`src/sv/cabir_pkg.sv`:
```
`timescale 1ns / 1ps
// Shared types, constants and control bundles for the cabinet impulse-response convolver.
package cabir_pkg;

  localparam int DATA_W       = 16;
  localparam int IDX_W        = 6;
  localparam int TAP_W        = 7;
  localparam int FRAC_W       = 15;
  localparam int MAX_TAPS_DEF = 64;
  localparam int ROUND_BIAS   = 16384;

  typedef logic signed [DATA_W-1:0] sample_t;

  localparam sample_t SAMPLE_MAX = 16'sh7FFF;
  localparam sample_t SAMPLE_MIN = 16'sh8000;

  localparam logic OP_SAMPLE = 1'b0;
  localparam logic OP_COEF   = 1'b1;

  typedef struct packed {
    logic clear;
    logic shift;
    logic rotate;
  } cell_ctrl_t;

  typedef struct packed {
    logic clear;
    logic term_en;
  } mac_ctrl_t;

endpackage

```
`src/sv/cabir_mac.sv`:
```
`timescale 1ns / 1ps
// Multiply-accumulate unit with Q1.15 rounding and saturation of the sum.
module cabir_mac import cabir_pkg::*; #(
  parameter int MAX_TAPS = MAX_TAPS_DEF
) (
  input  logic      clk,
  input  logic      rst_n,
  input  mac_ctrl_t ctrl,
  input  sample_t   coef,
  input  sample_t   samp,
  output sample_t   result
);

  localparam int ACC_W = 2 * DATA_W + $clog2(MAX_TAPS) + 1;
  localparam int Q_W   = ACC_W + 1 - FRAC_W;

  logic signed [2*DATA_W-1:0] prod_r;
  logic                       prod_en_r;
  logic signed [ACC_W-1:0]    acc_r;
  logic signed [ACC_W:0]      biased;
  logic signed [Q_W-1:0]      quot;

  always_ff @(posedge clk) begin
    prod_r <= coef * samp;
  end

  always_ff @(posedge clk) begin
    if (!rst_n) begin
      prod_en_r <= 1'b0;
      acc_r     <= '0;
    end else if (ctrl.clear) begin
      prod_en_r <= 1'b0;
      acc_r     <= '0;
    end else begin
      prod_en_r <= ctrl.term_en;
      if (prod_en_r) begin
        acc_r <= acc_r + ACC_W'(prod_r);
      end
    end
  end

  assign biased = (ACC_W+1)'(acc_r) + (ACC_W+1)'(ROUND_BIAS);
  assign quot   = biased[ACC_W:FRAC_W];

  always_comb begin
    if (quot > Q_W'(SAMPLE_MAX)) begin
      result = SAMPLE_MAX;
    end else if (quot < Q_W'(SAMPLE_MIN)) begin
      result = SAMPLE_MIN;
    end else begin
      result = quot[DATA_W-1:0];
    end
  end

endmodule

```
`config.mk`:
```
export PLATFORM = sky130hd
export DESIGN_NAME = cabir_mac
export DESIGN_NICKNAME = d
export VERILOG_FILES = /design/src/sv/cabir_pkg.sv /design/src/sv/cabir_mac.sv
export SDC_FILE = /design/constraint.sdc
export NUM_CORES = 1
export LEC_CHECK = 0
export ABC_CLOCK_PERIOD_IN_PS = 7500
export BUFFER_PORTS_ARGS = -buffer_cell sky130_fd_sc_hd__buf_2
export CELL_PAD_IN_SITES_DETAIL_PLACEMENT = 0
export CELL_PAD_IN_SITES_GLOBAL_PLACEMENT = 1
export CORE_ASPECT_RATIO = 0.75
export CORE_MARGIN = 1
export CORE_UTILIZATION = 36
export CTS_CLUSTER_DIAMETER = 120
export DETAILED_ROUTE_END_ITERATION = 6
export GPL_TIMING_DRIVEN = 0
export PLACE_DENSITY = 0.6
export SLEW_MARGIN = 20
export SYNTH_ARGS = -nofsm -noshare
export SYNTH_HDL_FRONTEND = slang
export SYNTH_SLANG_ARGS = --single-unit
```
`constraint.sdc`:
```
create_clock -name clk -period 7.5 [get_ports clk]
set_input_delay 0.75 -clock clk [delete_from_list [all_inputs] [get_ports clk]]
set_output_delay 0.75 -clock clk [all_outputs]
set_load 0.01 [all_outputs]
```
# Yosys cells after proc, flatten, opt, wreduce, memory -nomap -nowiden
# Cells that the tools add are included.
# op_classes
addsub	2
multipliers	1
order_cmp	2
reduce_logical	1
bitwise	1
mux	2
# op_table
operator	count
$add A39 B16 Y40 const B	1
$add A39 B32 Y39	1
$mul A16 B16 Y32	1
$mux W16	2
$gt A25 B16 Y1 const B	1
$lt A25 B16 Y1 const B	1
$reduce_or A2 Y1	1
$not A1 Y1	1
# totals
in_bits	36
regBits	72
elab_cells	12
output_inout_bits	16

# Longest topological paths before layout
# depth
depth_word	4
mapped_depth	25
depth_no_buf	23

# Least setup slack after synthesis
# OpenSTA, ideal clock, no wires.
# synth_timing
path_type	input-to-reg
from	input samp[15]
to	register prod_r[31]
n_path_buf	1
required_ps	7428
setup_time_ps	72
cell_stages	21
arrival_ps	6445
path_slack_ps	983
cell_sequence	inv_1 > clkbuf_1 > nor2_1 > fa_1 > fa_1 > fa_1 > fa_1 > fa_1 > inv_1 > fa_1 > inv_1 > ha_1 > and3_1 > and2_1 > a221o_1 > a41o_1 > nand4_1 > o2111ai_1 > a31o_2 > a21oi_1 > xnor2_1
# synth_between
elab_chain_len	1
# synth_rtl
item	line_no	source
from (decl)	cabir_mac.sv:10	input sample_t samp,
$mul A16 B16 Y32	cabir_mac.sv:24	prod_r <= coef * samp;
to (signal assigned)	cabir_mac.sv:24	
to (decl)	cabir_mac.sv:17	logic signed [2*DATA_W-1:0] prod_r;
# Every way passes these cells.
# A chain may end at the register's enable or synchronous reset.

# Final worst setup path
# layout_timing
from	input coef[1]
to	register prod_r[31]
# layout_between
elab_chain_len	1
# layout_rtl
item	line_no	source
from (decl)	cabir_mac.sv:9	input sample_t coef,
$mul A16 B16 Y32	cabir_mac.sv:24	
# Every way passes these cells.

==> results by group <==
Status
  – Status: finished, violations left
  – Failing checks: DRC

Die
  – Die area: 0.0410 mm²
  – Starting Density: 0.365
  – Num ports: 52
  – Num rows: 63
  – Core region area: 0.0396 mm²
  – Die Y: 176 µm
  – Die Width: 233 µm

Routing
  – Routed WL per cell: 17.3 µm
  – DR vias/cell: 4.99
  – DRT antenna net count: 0
  – DRC: 4
  – Vias: 11,200
  – Number of DRC markers in iteration 0: 704
  – Total wire length: 38.7 mm
  – Detailed Routing Iterations Pass 1: 7

CTS
  – CTS buffer count: 9
  – CTS tree: yes
  – Clock tree root buffer cell: clkbuf_16
  – Clock Latency Late Sink: 360 ps
  – Post_cts resized: 0
  – Max Root-Sink Buffers: 2
  – Clock slew at reported path FFs: 60 ps
  – H-tree depth: 3
  – Hold-fix buffers at CTS: 0
  – Postcts setup bufs: 0
  – CTS Sinks: 72

Synth
  – Yosys Warn Count: 0
  – Multiplexer share of the synthesized area: 0.00969
  – Synth top area share: 0.364
  – Asr flop ratio synth: 0
  – Cell count after synthesis: 1,657
  – Post-synth net total: 2,077
  – Post-synth EDFFs: 0
  – Complex-gate fraction of the synthesized area: 0.106
  – Synth Flop Type: dfxtp_1
  – Largest area contributor in the netlist: fa_1
  – Syn avg cell area: 8.72 µm²
  – Top post-synthesis cells by area: fa_1 (36%), ha_1 (10%), dfxtp_1 (10%), inv_1 (8.5%), and2_1 (5.5%)
  – Post-Synth Adder-Cell Area: 0.469
  – Synthesized cell area: 0.0145 mm²
  – Yosys reg bits: 72
  – Seq/Total Area, Yosys: 0.0997
  – Count of different cell masters after synthesis: 69
  – Largest family of logic cells by synthesized area: adder cells
  – Xor and xnor area share after synthesis: 0.0473
  – Post-synthesis simple-gate area fraction: 0.169

Critical path
  – Start of the worst register-to-register path: acc_r[0]
  – R2R depth: 12
  – Reg2reg end: acc_r[38]
  – Critical path launch point type: input port
  – Critical path arrival: 7420 ps
  – Crit Path Max Fanout: 10
  – CP Capture Type: flop
  – Reg2reg setup slack: 3990 ps
  – CP required: 7760 ps
  – Critical path type: input port to flop

STA
  – Crit share post-route: 0.954
  – Final Setup Violations: 0
  – Clock period minus worst slack: 7160 ps
  – Max-slew headroom: 0.371
  – RSZ-0062 raised after global routing: false
  – Final Hold Fails: 0
  – Clock Skew: 11.6 ps
  – Final Max Tran Viols: 0
  – Max Clk Rate: 140 MHz
  – Tightest Pin Transition: 944 ps

Global route
  – Initial antenna violation count: 2
  – Largest net degree at the start of global routing: 14
  – First-pass GRT wire length: 64.0 mm
  – Total track usage: 0.205
  – Vias in the first global route: 11,700
  – Remaining Overflow, GRT: 0

Cells and area
  – Layout cell share with drive strength beyond 1: 0.0510
  – Nets: 2,139
  – Area delta synth->final: 8.49%
  – Ant diodes: 0
  – Fillers: 4,149
  – Fin area: 0.0157 mm²

Job
  – Max_cap viols: 0

Min path
  – Min-delay src: acc_r[4]
  – Hold Crit Depth: 2
  – Min-Delay Path Class: flop to flop
  – Hold path endpoint: acc_r[4]

Placement
  – Global placer's final weighted congestion: 0.848
  – HPWL after DPL: 33.4 mm
  – IO buf count: 51
  – Post-DP Area: 0.0154 mm²
## cell families (layout without fill, tap and decap cells)
family / Yosys count / count (layout)
multiplexers: 14 / 14
XOR/XNOR: 78 / 78
AO/OA/AOI/OAI: 231 / 231
AND/OR/NAND/NOR: 496 / 496
buffers and inverters: 382 / 449
adder cells (fa/ha/maj): 384 / 384
flip-flops: 72 / 72
## state kept, by name, indices dropped and copies added (netlist names)
| name | cells |
|---|---|
| acc_r | 39 |
| prod_en_r | 1 |
| prod_r | 32 |
## synth_stat cells, types with 5 or more instances
| cell type | n |
|---|---|
| xor2_1 | 30 |
| nor2_1 | 72 |
| nand2_1 | 177 |
| a21o_1 | 24 |
| dfxtp_1 | 72 |
| o21a_1 | 13 |
| o211ai_1 | 7 |
| o21ai_0 | 50 |
| and3_1 | 11 |
| nand4_1 | 9 |
| a211oi_1 | 8 |
| and2_1 | 128 |
| nand2b_1 | 9 |
| o22ai_1 | 5 |
| mux2i_1 | 14 |
| nor3_1 | 24 |
| a21oi_1 | 58 |
| inv_1 | 327 |
| or3_1 | 7 |
| o21bai_1 | 9 |
| or2_2 | 5 |
| nor2b_1 | 6 |
| a31oi_1 | 7 |
| xnor2_1 | 48 |
| o31ai_1 | 5 |
| ha_1 | 121 |
| clkbuf_1 | 53 |
| fa_1 | 263 |
| nand3_1 | 32 |
## layer usage
metal,part of all wire,wire (µm),global-route usage
met1,0.51,19700,0.306
met2,0.43,16600,0.312
met3,0.052,2000,0.0398
met4,0.0089,345,0.0262
met5,0,0,0
## stage by stage
| step | instances | worst slack, ps | util | hold WS (ps) | TNS, ps |
|---|---|---|---|---|---|
| floorplan | 1657 | 983 | - | 445 | 0 |
| finish | 2244 | 344 | 0.396 | 469 | 0 |
| global route | 2244 | 6.72 | 0.396 | 521 | 0 |
| detailed placement | 2228 | -29.3 | 0.388 | 468 | -29.3 |
| CTS | 2244 | 344 | 0.396 | 474 | 0 |
| global placement | 2228 | -14.8 | 0.388 | 462 | -14.8 |
## how the worst max path moves through the flow
stage / start / to / slack (ps) / cells past startpoint
2_1_floorplan: samp[15] / prod_r[31] / 980 / 21
3_3_place_gp: coef[1] / prod_r[31] / -10 / 22
3_5_place_dp: coef[7] / prod_r[31] / -30 / 22
4_1_cts: coef[7] / prod_r[31] / 340 / 22
5_1_grt: coef[7] / prod_r[31] / 7 / 22
6_report: coef[1] / prod_r[31] / 340 / 22
## area by class of cell
| class | instances | area (µm²) | share of cell area |
|---|---|---|---|
| Tap cell | 520 | 651 | 0.0415 |
| Clock inverter | 7 | 96.3 | 0.00614 |
| Sequential cell | 72 | 1440 | 0.0919 |
| Multi-Input combinational cell | 1203 | 11600 | 0.738 |
| Timing Repair Buffer | 51 | 255 | 0.0163 |
| Buffer | 55 | 208 | 0.0132 |
| Inverter | 327 | 1230 | 0.0783 |
| Clock buffer | 9 | 225 | 0.0144 |
## critical path, cell delays in order
cell and delay (ps):
buf_2 220, clkbuf_1 620, nand2_1 170, fa_1 530
fa_1 550, inv_1 50, fa_1 510, fa_1 540
fa_1 550, inv_1 50, fa_1 520, inv_1 40
ha_1 350, and3_1 210, and2_1 160, a221o_1 340
a41o_1 300, nand4_1 150, o2111ai_1 190, a31o_2 280
a21oi_1 160, xnor2_1 170
## cells in the final DEF (no fill, tap or decap), drive strengths merged, types with 5 or more instances in the layout
cell type / instances
or3: 7
and2: 128
a31oi: 7
or2: 5
dfxtp: 72
ha: 121
nor3: 25
nand3: 32
clkbuf: 62
xnor2: 48
nor2b: 6
mux2i: 14
a21o: 28
inv: 327
o31ai: 5
nand2b: 9
o21bai: 9
o211ai: 7
o22ai: 5
a21oi: 59
o21a: 13
a211oi: 8
and3: 13
nand4: 9
clkinv: 5
buf: 53
nand2: 177
o21ai: 50
fa: 263
nor2: 72
xor2: 30
Power is not shown: default switching activity piles up to over one toggle a cycle in this logic, so the estimate is an artifact.
