==> config.mk <==
export PLATFORM = sky130hd
export DESIGN_NAME = cabir_cell
export DESIGN_NICKNAME = d
export VERILOG_FILES = /design/src/sv/cabir_pkg.sv /design/src/sv/cabir_cell.sv
export SDC_FILE = /design/constraint.sdc
export NUM_CORES = 1
export LEC_CHECK = 0
export ABC_AREA = 1
export BUFFER_PORTS_ARGS = -buffer_cell sky130_fd_sc_hd__buf_2
export CAP_MARGIN = 20
export CORE_MARGIN = 2
export CORE_UTILIZATION = 43
export CTS_CLUSTER_DIAMETER = 80
export DETAILED_ROUTE_END_ITERATION = 16
export PLACE_DENSITY = 0.8
export SLEW_MARGIN = 20
export SYNTH_ARGS = -nofsm -noshare
export SYNTH_HDL_FRONTEND = slang
export SYNTH_SLANG_ARGS = --single-unit
==> constraint.sdc <==
create_clock -name clk -period 0.8 [get_ports clk]
set_input_delay 0.08 -clock clk [delete_from_list [all_inputs] [get_ports clk]]
set_output_delay 0.08 -clock clk [all_outputs]
set_load 0.03 [all_outputs]
==> src/sv/cabir_pkg.sv <==
`timescale 1ns / 1ps
// Shared types, constants and control bundles for the cabinet impulse-response convolver.
package cabir_pkg;

  localparam int DATA_W       = 16;
  localparam int IDX_W        = 6;
  localparam int TAP_W        = 7;
  localparam int FRAC_W       = 15;
  localparam int MAX_TAPS_DEF = 64;
  localparam int ROUND_BIAS   = 16384;

  typedef logic signed [DATA_W-1:0] sample_t;

  localparam sample_t SAMPLE_MAX = 16'sh7FFF;
  localparam sample_t SAMPLE_MIN = 16'sh8000;

  localparam logic OP_SAMPLE = 1'b0;
  localparam logic OP_COEF   = 1'b1;

  typedef struct packed {
    logic clear;
    logic shift;
    logic rotate;
  } cell_ctrl_t;

  typedef struct packed {
    logic clear;
    logic term_en;
  } mac_ctrl_t;

endpackage

==> src/sv/cabir_cell.sv <==
`timescale 1ns / 1ps
// One tap cell: holds a coefficient and a history sample and passes them along the ring.
module cabir_cell import cabir_pkg::*; (
  input  logic       clk,
  input  logic       rst_n,
  input  cell_ctrl_t ctrl,
  input  logic       coef_we,
  input  sample_t    coef_wdata,
  input  sample_t    left_samp,
  input  sample_t    right_coef,
  input  sample_t    right_samp,
  output sample_t    coef_q,
  output sample_t    samp_q
);

  sample_t coef_r;
  sample_t samp_r;

  always_ff @(posedge clk) begin
    if (!rst_n) begin
      coef_r <= '0;
      samp_r <= '0;
    end else begin
      if (ctrl.clear) begin
        samp_r <= '0;
      end else if (ctrl.shift) begin
        samp_r <= left_samp;
      end else if (ctrl.rotate) begin
        samp_r <= right_samp;
      end
      if (coef_we) begin
        coef_r <= coef_wdata;
      end else if (ctrl.rotate) begin
        coef_r <= right_coef;
      end
    end
  end

  assign coef_q = coef_r;
  assign samp_q = samp_r;

endmodule

# --- Word-level counts from Yosys, hierarchy flattened ---
# Index checks and enable logic that the tools add are counted.
op_classes:
  n_mux: 4
  bitwise_logic: 1
  n_reduce_logical: 3
ops:
  columns: ["operator", "count"]
  rows:
  - ["16-bit two-way mux", 4]
  - ["2-bit nonzero test", 2]
  - ["2-bit OR reduction", 1]
  - ["1-bit inverter", 1]
totals:
  register_bits: 32
  in_bits: 70
  output_inout_bits: 32
  elab_cells: 10

# --- Depth between registers and ports, before layout ---
# Gate-level depths: netlist (run 1).
depth:
  depth_word: 2
  ltp_mapped: 7
  mapped_depth_nobuf: 5

# --- Least setup slack after synthesis (run 1) ---
# OpenSTA, ideal clock, no wires.
synth_path:
  path_kind: "register to register"
  startpoint: "register samp_q[0] (netlist name)"
  endpoint: "register samp_r[0] (netlist: samp_q[0])"
  setup_ns: 0.056
  arrival_ns: 0.710
  required_time_ns: 0.744
  path_slack_ns: 0.034
  stages_incl_launch_ff: 5
  path_buffers: 0
  period_less_slack_ns: 0.766
  path_cell_list: "dfxtp_1 > nand2_1 > nand3_1 > nand2_1 > inv_1"
synth_lines:
  columns: ["item", "line", "rtl"]
  rows:
  - ["end signal: assignment", "cabir_cell.sv:27", "samp_r <= left_samp;"]
  - ["end signal: assignment", "cabir_cell.sv:29", "samp_r <= right_samp;"]
  - ["end: declaration", "cabir_cell.sv:17", "sample_t samp_r;"]

# --- Worst setup path in the final report (run 1) ---
layout_path:
  startpoint: "register coef_r[11] (netlist: coef_q[11])"
  endpoint: "output coef_q[11]"
layout_lines:
  columns: ["item", "line", "rtl"]
  rows:
  - ["start: declaration", "cabir_cell.sv:16", "sample_t coef_r;"]
  - ["start signal: assignment", "cabir_cell.sv:32", "coef_r <= coef_wdata;"]
  - ["start signal: assignment", "cabir_cell.sv:34", "coef_r <= right_coef;"]
  - ["end: declaration", "cabir_cell.sv:12", "output sample_t coef_q,"]
# No word-level cell between the ends.

==> results of run 1 <==
-- state kept, by name, summed over array words and instances, names as in the netlist --
name    flops
coef_q     16
samp_q     16
-- worst paths after layout --
check | cells past startpoint | endpoint | startpoint
max | 1 | coef_q[11] | coef_q[11]$_SDFFE_PN0P_
min | 5 | samp_q[11]$_SDFFE_PP0P_ | left_samp[11]
max reg2reg | 5 | samp_q[8]$_SDFFE_PP0P_ | samp_q[8]$_SDFFE_PP0P_
min reg2reg | 4 | coef_q[2]$_SDFFE_PN0P_ | coef_q[2]$_SDFFE_PN0P_
-- synthesized netlist by cell type --
library cell   n
buf_4          5
inv_4          1
dfxtp_1       32
nor2_8         2
nand3_1       64
inv_2          2
buf_8          1
nor2_4         1
nand2_1       96
buf_2          1
buf_6          8
inv_1         32
-- layer usage --
layer / part of all wire, % / wire length, µm
met2: 50 / 2113
met4: 1.1 / 45
met1: 42 / 1755
met5: 0 / 0
met3: 6.5 / 271
-- final cells by class --
type	count	share of cell area (%)
sequential	32	27.11
multi-input combinational	163	29.45
clock buffer	8	3.587
timing repair buffer	109	32.14
inverter	35	5.331
tap	48	2.392
-- per-stage QoR --
stage | area, µm² | cells | setup TNS [ns] | worst slack (ns) | total power (µW)
finish | 2511 | 395 | -0.2083 | -0.02250 | 3915
floorplan | 1654 | 245 | 0 | 0.03416 | 2307
CTS | 2500 | 395 | -0.3956 | -0.02391 | 3954
detailed placement | 2155 | 385 | -3.115 | -0.1342 | 2601
global placement | 2155 | 385 | -2.498 | -0.08934 | 2589
global route | 2511 | 395 | -1.064 | -0.04384 | 4116
-- kinds of logic (layout without fill, tap and decap cells) --
family / Yosys count / after routing
flip-flops: 32 / 32
buffers and inverters: 50 / 152
AND/OR/NAND/NOR: 163 / 163
-- power groups by stage --
stage | combinational [µW] | sequential (µW) | clock, µW
2_1_floorplan | 383 | 1920 | 0
3_3_place_gp | 836 | 1750 | 0
3_5_place_dp | 846 | 1750 | 0
4_1_cts | 950 | 1760 | 1250
5_1_grt | 1040 | 1770 | 1310
6_report | 949 | 1760 | 1210
-- what timing repair did --
action / CTS / global route
setup buffers: 2 / 0
pin swaps: 0 / 1
resized for setup: 96 / 3
setup endpoints to repair: 32 / 33
==> impl_metrics.csv, run 1 <==
group,metric,value,unit
outcome,status,"complete, but fails checks",
outcome,violations,"negative setup slack",
power,irDropWorstVdd,1.011,mV
power,net-switching-power,1076,µW
timing,fin_ws,-0.02250,ns
grt,grt_pass1_vias,1642,
placement,numPortBuffers,101,
placement,gp_congestion,0.7716,
yosys,seq_area_frac_synth,38.73,%
yosys,synth-xor-area-share,0,%
timing,hold_viol,0,
critical_path,path_class,"reg2out",
clock_network,clock-sinks,32,
route,wl_per_cell,10.60,µm
critical_path,critPathMaxFanout,2,
job,cap_violations,0,
timing,worstMarginPinSlew,0.3731,ns
timing,max_slew_margin,75.07,%
route,postRouteAntennaNets,0,
clock_network,max-clock-path-buffers,2,
floorplanning,core_area,3689,µm²
yosys,syn_area,1654,µm²
critical_path,rrSetupSlack,0.06,ns
grt,grt_use_met1,20.99,%
critical_path,critPathBufInv,1,
grt,busiest_layer,"met2",
critical_path,crit_path_end_kind,"primary output",
timing,setup_viol,28,
yosys,syn_inst,245,
yosys,synth_area_leader_cell,"dfxtp_1",
grt,antenna_found_initial,0,
cells_and_area,diodes,0,
route,drt_iter0_drc,86,
timing,holdWs,0.09285,ns
cells_and_area,drive_gt1_share,44.67,%
clock_network,root_buffer,"clkbuf_8",
placement,hpwl,3051,µm
floorplanning,die_area,4359,µm²
yosys,synth.top_cell.area_share,38.73,%
yosys,synth_area_leaders,"dfxtp_1, nand2_1, nand3_1, inv_1, buf_6",
yosys,muxShareOfSynthArea,0,%
critical_path,crit_path_start_kind,"flop",
route,vias,1830,
power,switching_share,27.48,%
cells_and_area,multiInputGateArea,739.5,µm²
clock_network,path_clk_slew,0.06,ns
yosys,syn_nets,315,
cells_and_area,nNetsFinal,416,
clock_network,cts_tree,"built",
timing,period_needed,0.8225,ns
critical_path,crit_arrival,0.74,ns
route,routed_wl,4186,µm
grt,met3_usage,4.600,%
critical_path,crit_path_max_incr_delay,0.35,ns
yosys,ys_ff_latch,32,
floorplanning,design.portCount,102,
grt,grt_max_degree,17,
grt,grt_util_met2,36.36,%
power,p_per_area,1559,nW/µm²
clock_network,hold_buffers,0,
power,clkPwrFrac,30.8,%
yosys,synthAdderAreaFrac,0,%
cells_and_area,final_util,68.08,%
power,seq_power_share,44.9,%
clock_network,cts_buffers,5,
clock_network,cts_max_level,2,
grt,grt_use_total,19.17,%
cells_and_area,regArea,680.7,µm²
cells_and_area,areaGrowthSynthToFinish,51.82,%
grt,grt_pass1_wl,6603,µm
min_path,hp-class,"in2reg",
yosys,synth-compound-area-share,0,%
route,drt_pass1_iterations,4,
timing,drv_slew,0,
timing,finClkSkew,0,ns
cells_and_area,fillCellCount,338,
floorplanning,num_rows,22,
floorplanning,initial_core_util,44.84,%
yosys,synth.distinct_cells,12,
critical_path,critPathSlowestCell,"dfxtp_2",
route,route.detailed.drc,0,
timing,rsz0062_at_grt,"true",
floorplanning,die_h,66.02,µm
yosys,avgSynthCellArea,6.751,µm²
power,p_leak,0.001478,µW
yosys,ys_warn_count,0,
clock_network,insertion_delay,0.26,ns
route,avgViaCountPerCell,4.633,
yosys,synth-simple-area-share,44.25,%
cells_and_area,layout_commonest_cell,"nand2_1",
power,pwr-share-comb,24.2,%
critical_path,cp.required,0.72,ns
critical_path,cpLargestDelayFamily,"flip-flops",
yosys,synth_top_family_by_area,"simple AND/OR/NAND/NOR gates",
critical_path,path_cells,"buf_6",
floorplanning,die_w,66.02,µm
cells_and_area,layout_common_cells,"nand2_1, buf_2, nand3_1",
timing,period_share,102.8,%
power,internal_power,2839,µW
timing,fmax,1.216,GHz
grt,gr-total-overflow,0,
(Power assumes the default switching activity.)
==> run 2: changes to the inputs <==
--- a/config.mk
+++ b/config.mk
@@ -6,13 +6,14 @@
 export NUM_CORES = 1
 export LEC_CHECK = 0
 export ABC_AREA = 1
-export BUFFER_PORTS_ARGS = -buffer_cell sky130_fd_sc_hd__buf_2
 export CAP_MARGIN = 20
+export CORE_ASPECT_RATIO = 1.4
 export CORE_MARGIN = 2
-export CORE_UTILIZATION = 43
+export CORE_UTILIZATION = 62
 export CTS_CLUSTER_DIAMETER = 80
 export DETAILED_ROUTE_END_ITERATION = 16
-export PLACE_DENSITY = 0.8
+export DONT_BUFFER_PORTS = 1
+export PLACE_DENSITY = 0.78
 export SLEW_MARGIN = 20
 export SYNTH_ARGS = -nofsm -noshare
 export SYNTH_HDL_FRONTEND = slang
==> run 2 against run 1 <==
  * The run ends with negative hold slack, negative setup slack left
  * Sequential share of layout area increased by 5.9 points
  * Final cell count decreased by 22%
  * Worst setup slack got worse by 0.076 ns
  * Via count decreased by 11%
  * Critical path depth unchanged
  * First-iteration DRC count decreased by 67%
  * Worst hold slack got worse by 0.24 ns
  * Highest routed layer unchanged
  * Routed wire length decreased by 4.7%
  * Total power decreased by 3.2%
  * Global-route usage increased by 8.2 points
  * Count of clock-buffer cells in the layout decreased by 1
  * Clock power increased by 12%
==> impl_metrics.csv, run 2 (synthesis gave the netlist of run 1 again) <==
group,metric,value,unit
floorplanning,core_area,2587,µm²
route,postRouteAntennaNets,0,
critical_path,cp.required,0.72,ns
power,seq_power_share,46.3,%
route,drt-met1-wl,1485,µm
critical_path,rr_worst_depth,5,
power,irDropWorstVdd,1.289,mV
floorplanning,initial_core_util,63.93,%
critical_path,crit_arrival,0.82,ns
outcome,violations,"negative hold slack, negative setup slack",
timing,rsz0062_at_grt,"true",
route,avgViaCountPerCell,5.279,
route,drt_iter0_drc,28,
clock_network,root_buffer,"clkbuf_4",
timing,fin_ws,-0.09846,ns
grt,grt_pass1_wl,6099,µm
timing,fmax,1.113,GHz
placement,dp_cells,298,
route,dr.max_layer_used,"met4",
power,p_leak,0.001163,µW
critical_path,crit_path_end_kind,"primary output",
floorplanning,die_area,3103,µm²
job,cap_violations,0,
cells_and_area,layout_commonest_cell,"nand2_1",
cells_and_area,fillCellCount,188,
critical_path,path_cells,"buf_6",
placement,gp_congestion,0.7373,
timing,period_needed,0.8985,ns
outcome,status,"complete, but fails checks",
route,drt_pass1_iterations,4,
critical_path,crit_path_max_incr_delay,0.36,ns
placement,hpwl,2566,µm
cells_and_area,final_cells,308,
cells_and_area,drive_gt1_share,29.41,%
grt,gr-total-overflow,0,
floorplanning,die_h,65.12,µm
timing,finClkSkew,0,ns
route,wl_per_cell,12.96,µm
timing,period_share,112.3,%
power,p_per_area,1837,nW/µm²
route,vias,1626,
power,internal_power,2815,µW
power,switching_share,25.71,%
cells_and_area,nNetsFinal,341,
critical_path,crit_start,"samp_q[2]$_SDFFE_PP0P_",
min_path,min_path_cells,2,
grt,grt_pass1_vias,1480,
timing,hold_viol,32,
clock_network,cts_tree,"built",
grt,grt_use_total,27.39,%
clock_network,path_clk_slew,0.10,ns
cells_and_area,layout_common_cells,"nand2_1, nand3_1, inv_1, dfxtp_2, buf_6",
min_path,worstHoldStart,"rst_n",
power,clkPwrFrac,35.9,%
cells_and_area,regArea,680.7,µm²
critical_path,path_class,"reg2out",
cells_and_area,fin_area,2062,µm²
timing,max_slew_margin,75.36,%
clock_network,cts_buffers,5,
timing,worstMarginPinSlew,0.3687,ns
critical_path,critPathBufInv,1,
critical_path,crit_path_start_kind,"flop",
critical_path,r2r_start,"samp_q[6]$_SDFFE_PP0P_",
grt,antenna_found_initial,0,
timing,setup_viol,32,
route,wl_met3,278,µm
critical_path,cpLargestDelayFamily,"flip-flops",
floorplanning,design.portCount,102,
floorplanning,num_rows,22,
clock_network,max-clock-path-buffers,2,
cells_and_area,multiInputGateArea,732.0,µm²
route,route.met2.wl,2149,µm
route,route.detailed.drc,0,
cells_and_area,diodes,0,
min_path,hp-class,"in2reg",
placement,placed_area,1792,µm²
power,pwr-share-comb,17.8,%
critical_path,cp.depth,1,
clock_network,clock-sinks,32,
grt,grt_max_degree,35,
clock_network,insertion_delay,0.32,ns
route,routed_wl,3991,µm
timing,drv_slew,0,
floorplanning,die_w,47.66,µm
clock_network,cts_max_level,2,
cells_and_area,areaGrowthSynthToFinish,24.66,%
placement,numPortBuffers,0,
critical_path,critPathMaxFanout,2,
timing,holdWs,-0.1492,ns
power,net-switching-power,974.3,µW
critical_path,critPathSlowestCell,"dfxtp_2",
## run 2: cell types whose count changed in the layout (fill, tap and decap cells not counted), sizes merged
cell,delta
bufinv,+1
buf,-75
clkbuf,-1
## run 2: layout make-up
class	instances	area share, %
clock buffer	7	3.155
clock inverter	1	1.456
inverter	35	6.493
multi-input combinational	163	35.50
sequential	32	33.01
tap	36	2.184
timing repair buffer	34	18.20
## run 2: metal layers
layer  track usage (%)  vias to the layer above
li1                  -                      806
met1             25.70                      735
met2             49.66                       75
met3             9.615                       10
met4             12.16                        0
met5                 0                        -
## run 2: path summary, 6_finish.rpt
kind / end / slack [ns]
setup reg to reg: samp_q[6]$_SDFFE_PP0P_ / 0.04
hold reg to reg: coef_q[9]$_SDFFE_PN0P_ / 0.55
setup / recovery: samp_q[2] / -0.1
hold / removal: coef_q[1]$_SDFFE_PN0P_ / -0.15
## run 2: timing repair
item,in CTS,in global routing
buffers inserted,0,2
hold endpoints to repair,32,32
endpoints found under the setup margin,32,32
pin swaps,0,0
resized for setup,64,0
gates cloned,0,0
## run 2: stage by stage
stage	hold WS [ns]	setup slack [ns]	TNS, ns	total power, µW	utilization [%]
global route	-0.1725	-0.1429	-4.065	3976	79.69
floorplan	0.2378	0.03416	0	2307	-
CTS	-0.1714	-0.1157	-2.946	3800	79.11
finish	-0.1492	-0.09846	-2.521	3789	79.69
global placement	0.1797	0.1667	0	2351	69.25
detailed placement	0.1838	0.1535	0	2365	69.25
## run 2: power groups by stage
stage | logic (µW) | registers [µW] | clock network [µW]
finish | 674 | 1750 | 1360
global placement | 597 | 1750 | 0
detailed placement | 609 | 1760 | 0
CTS | 664 | 1750 | 1380
global route | 737 | 1770 | 1470
floorplan | 383 | 1920 | 0
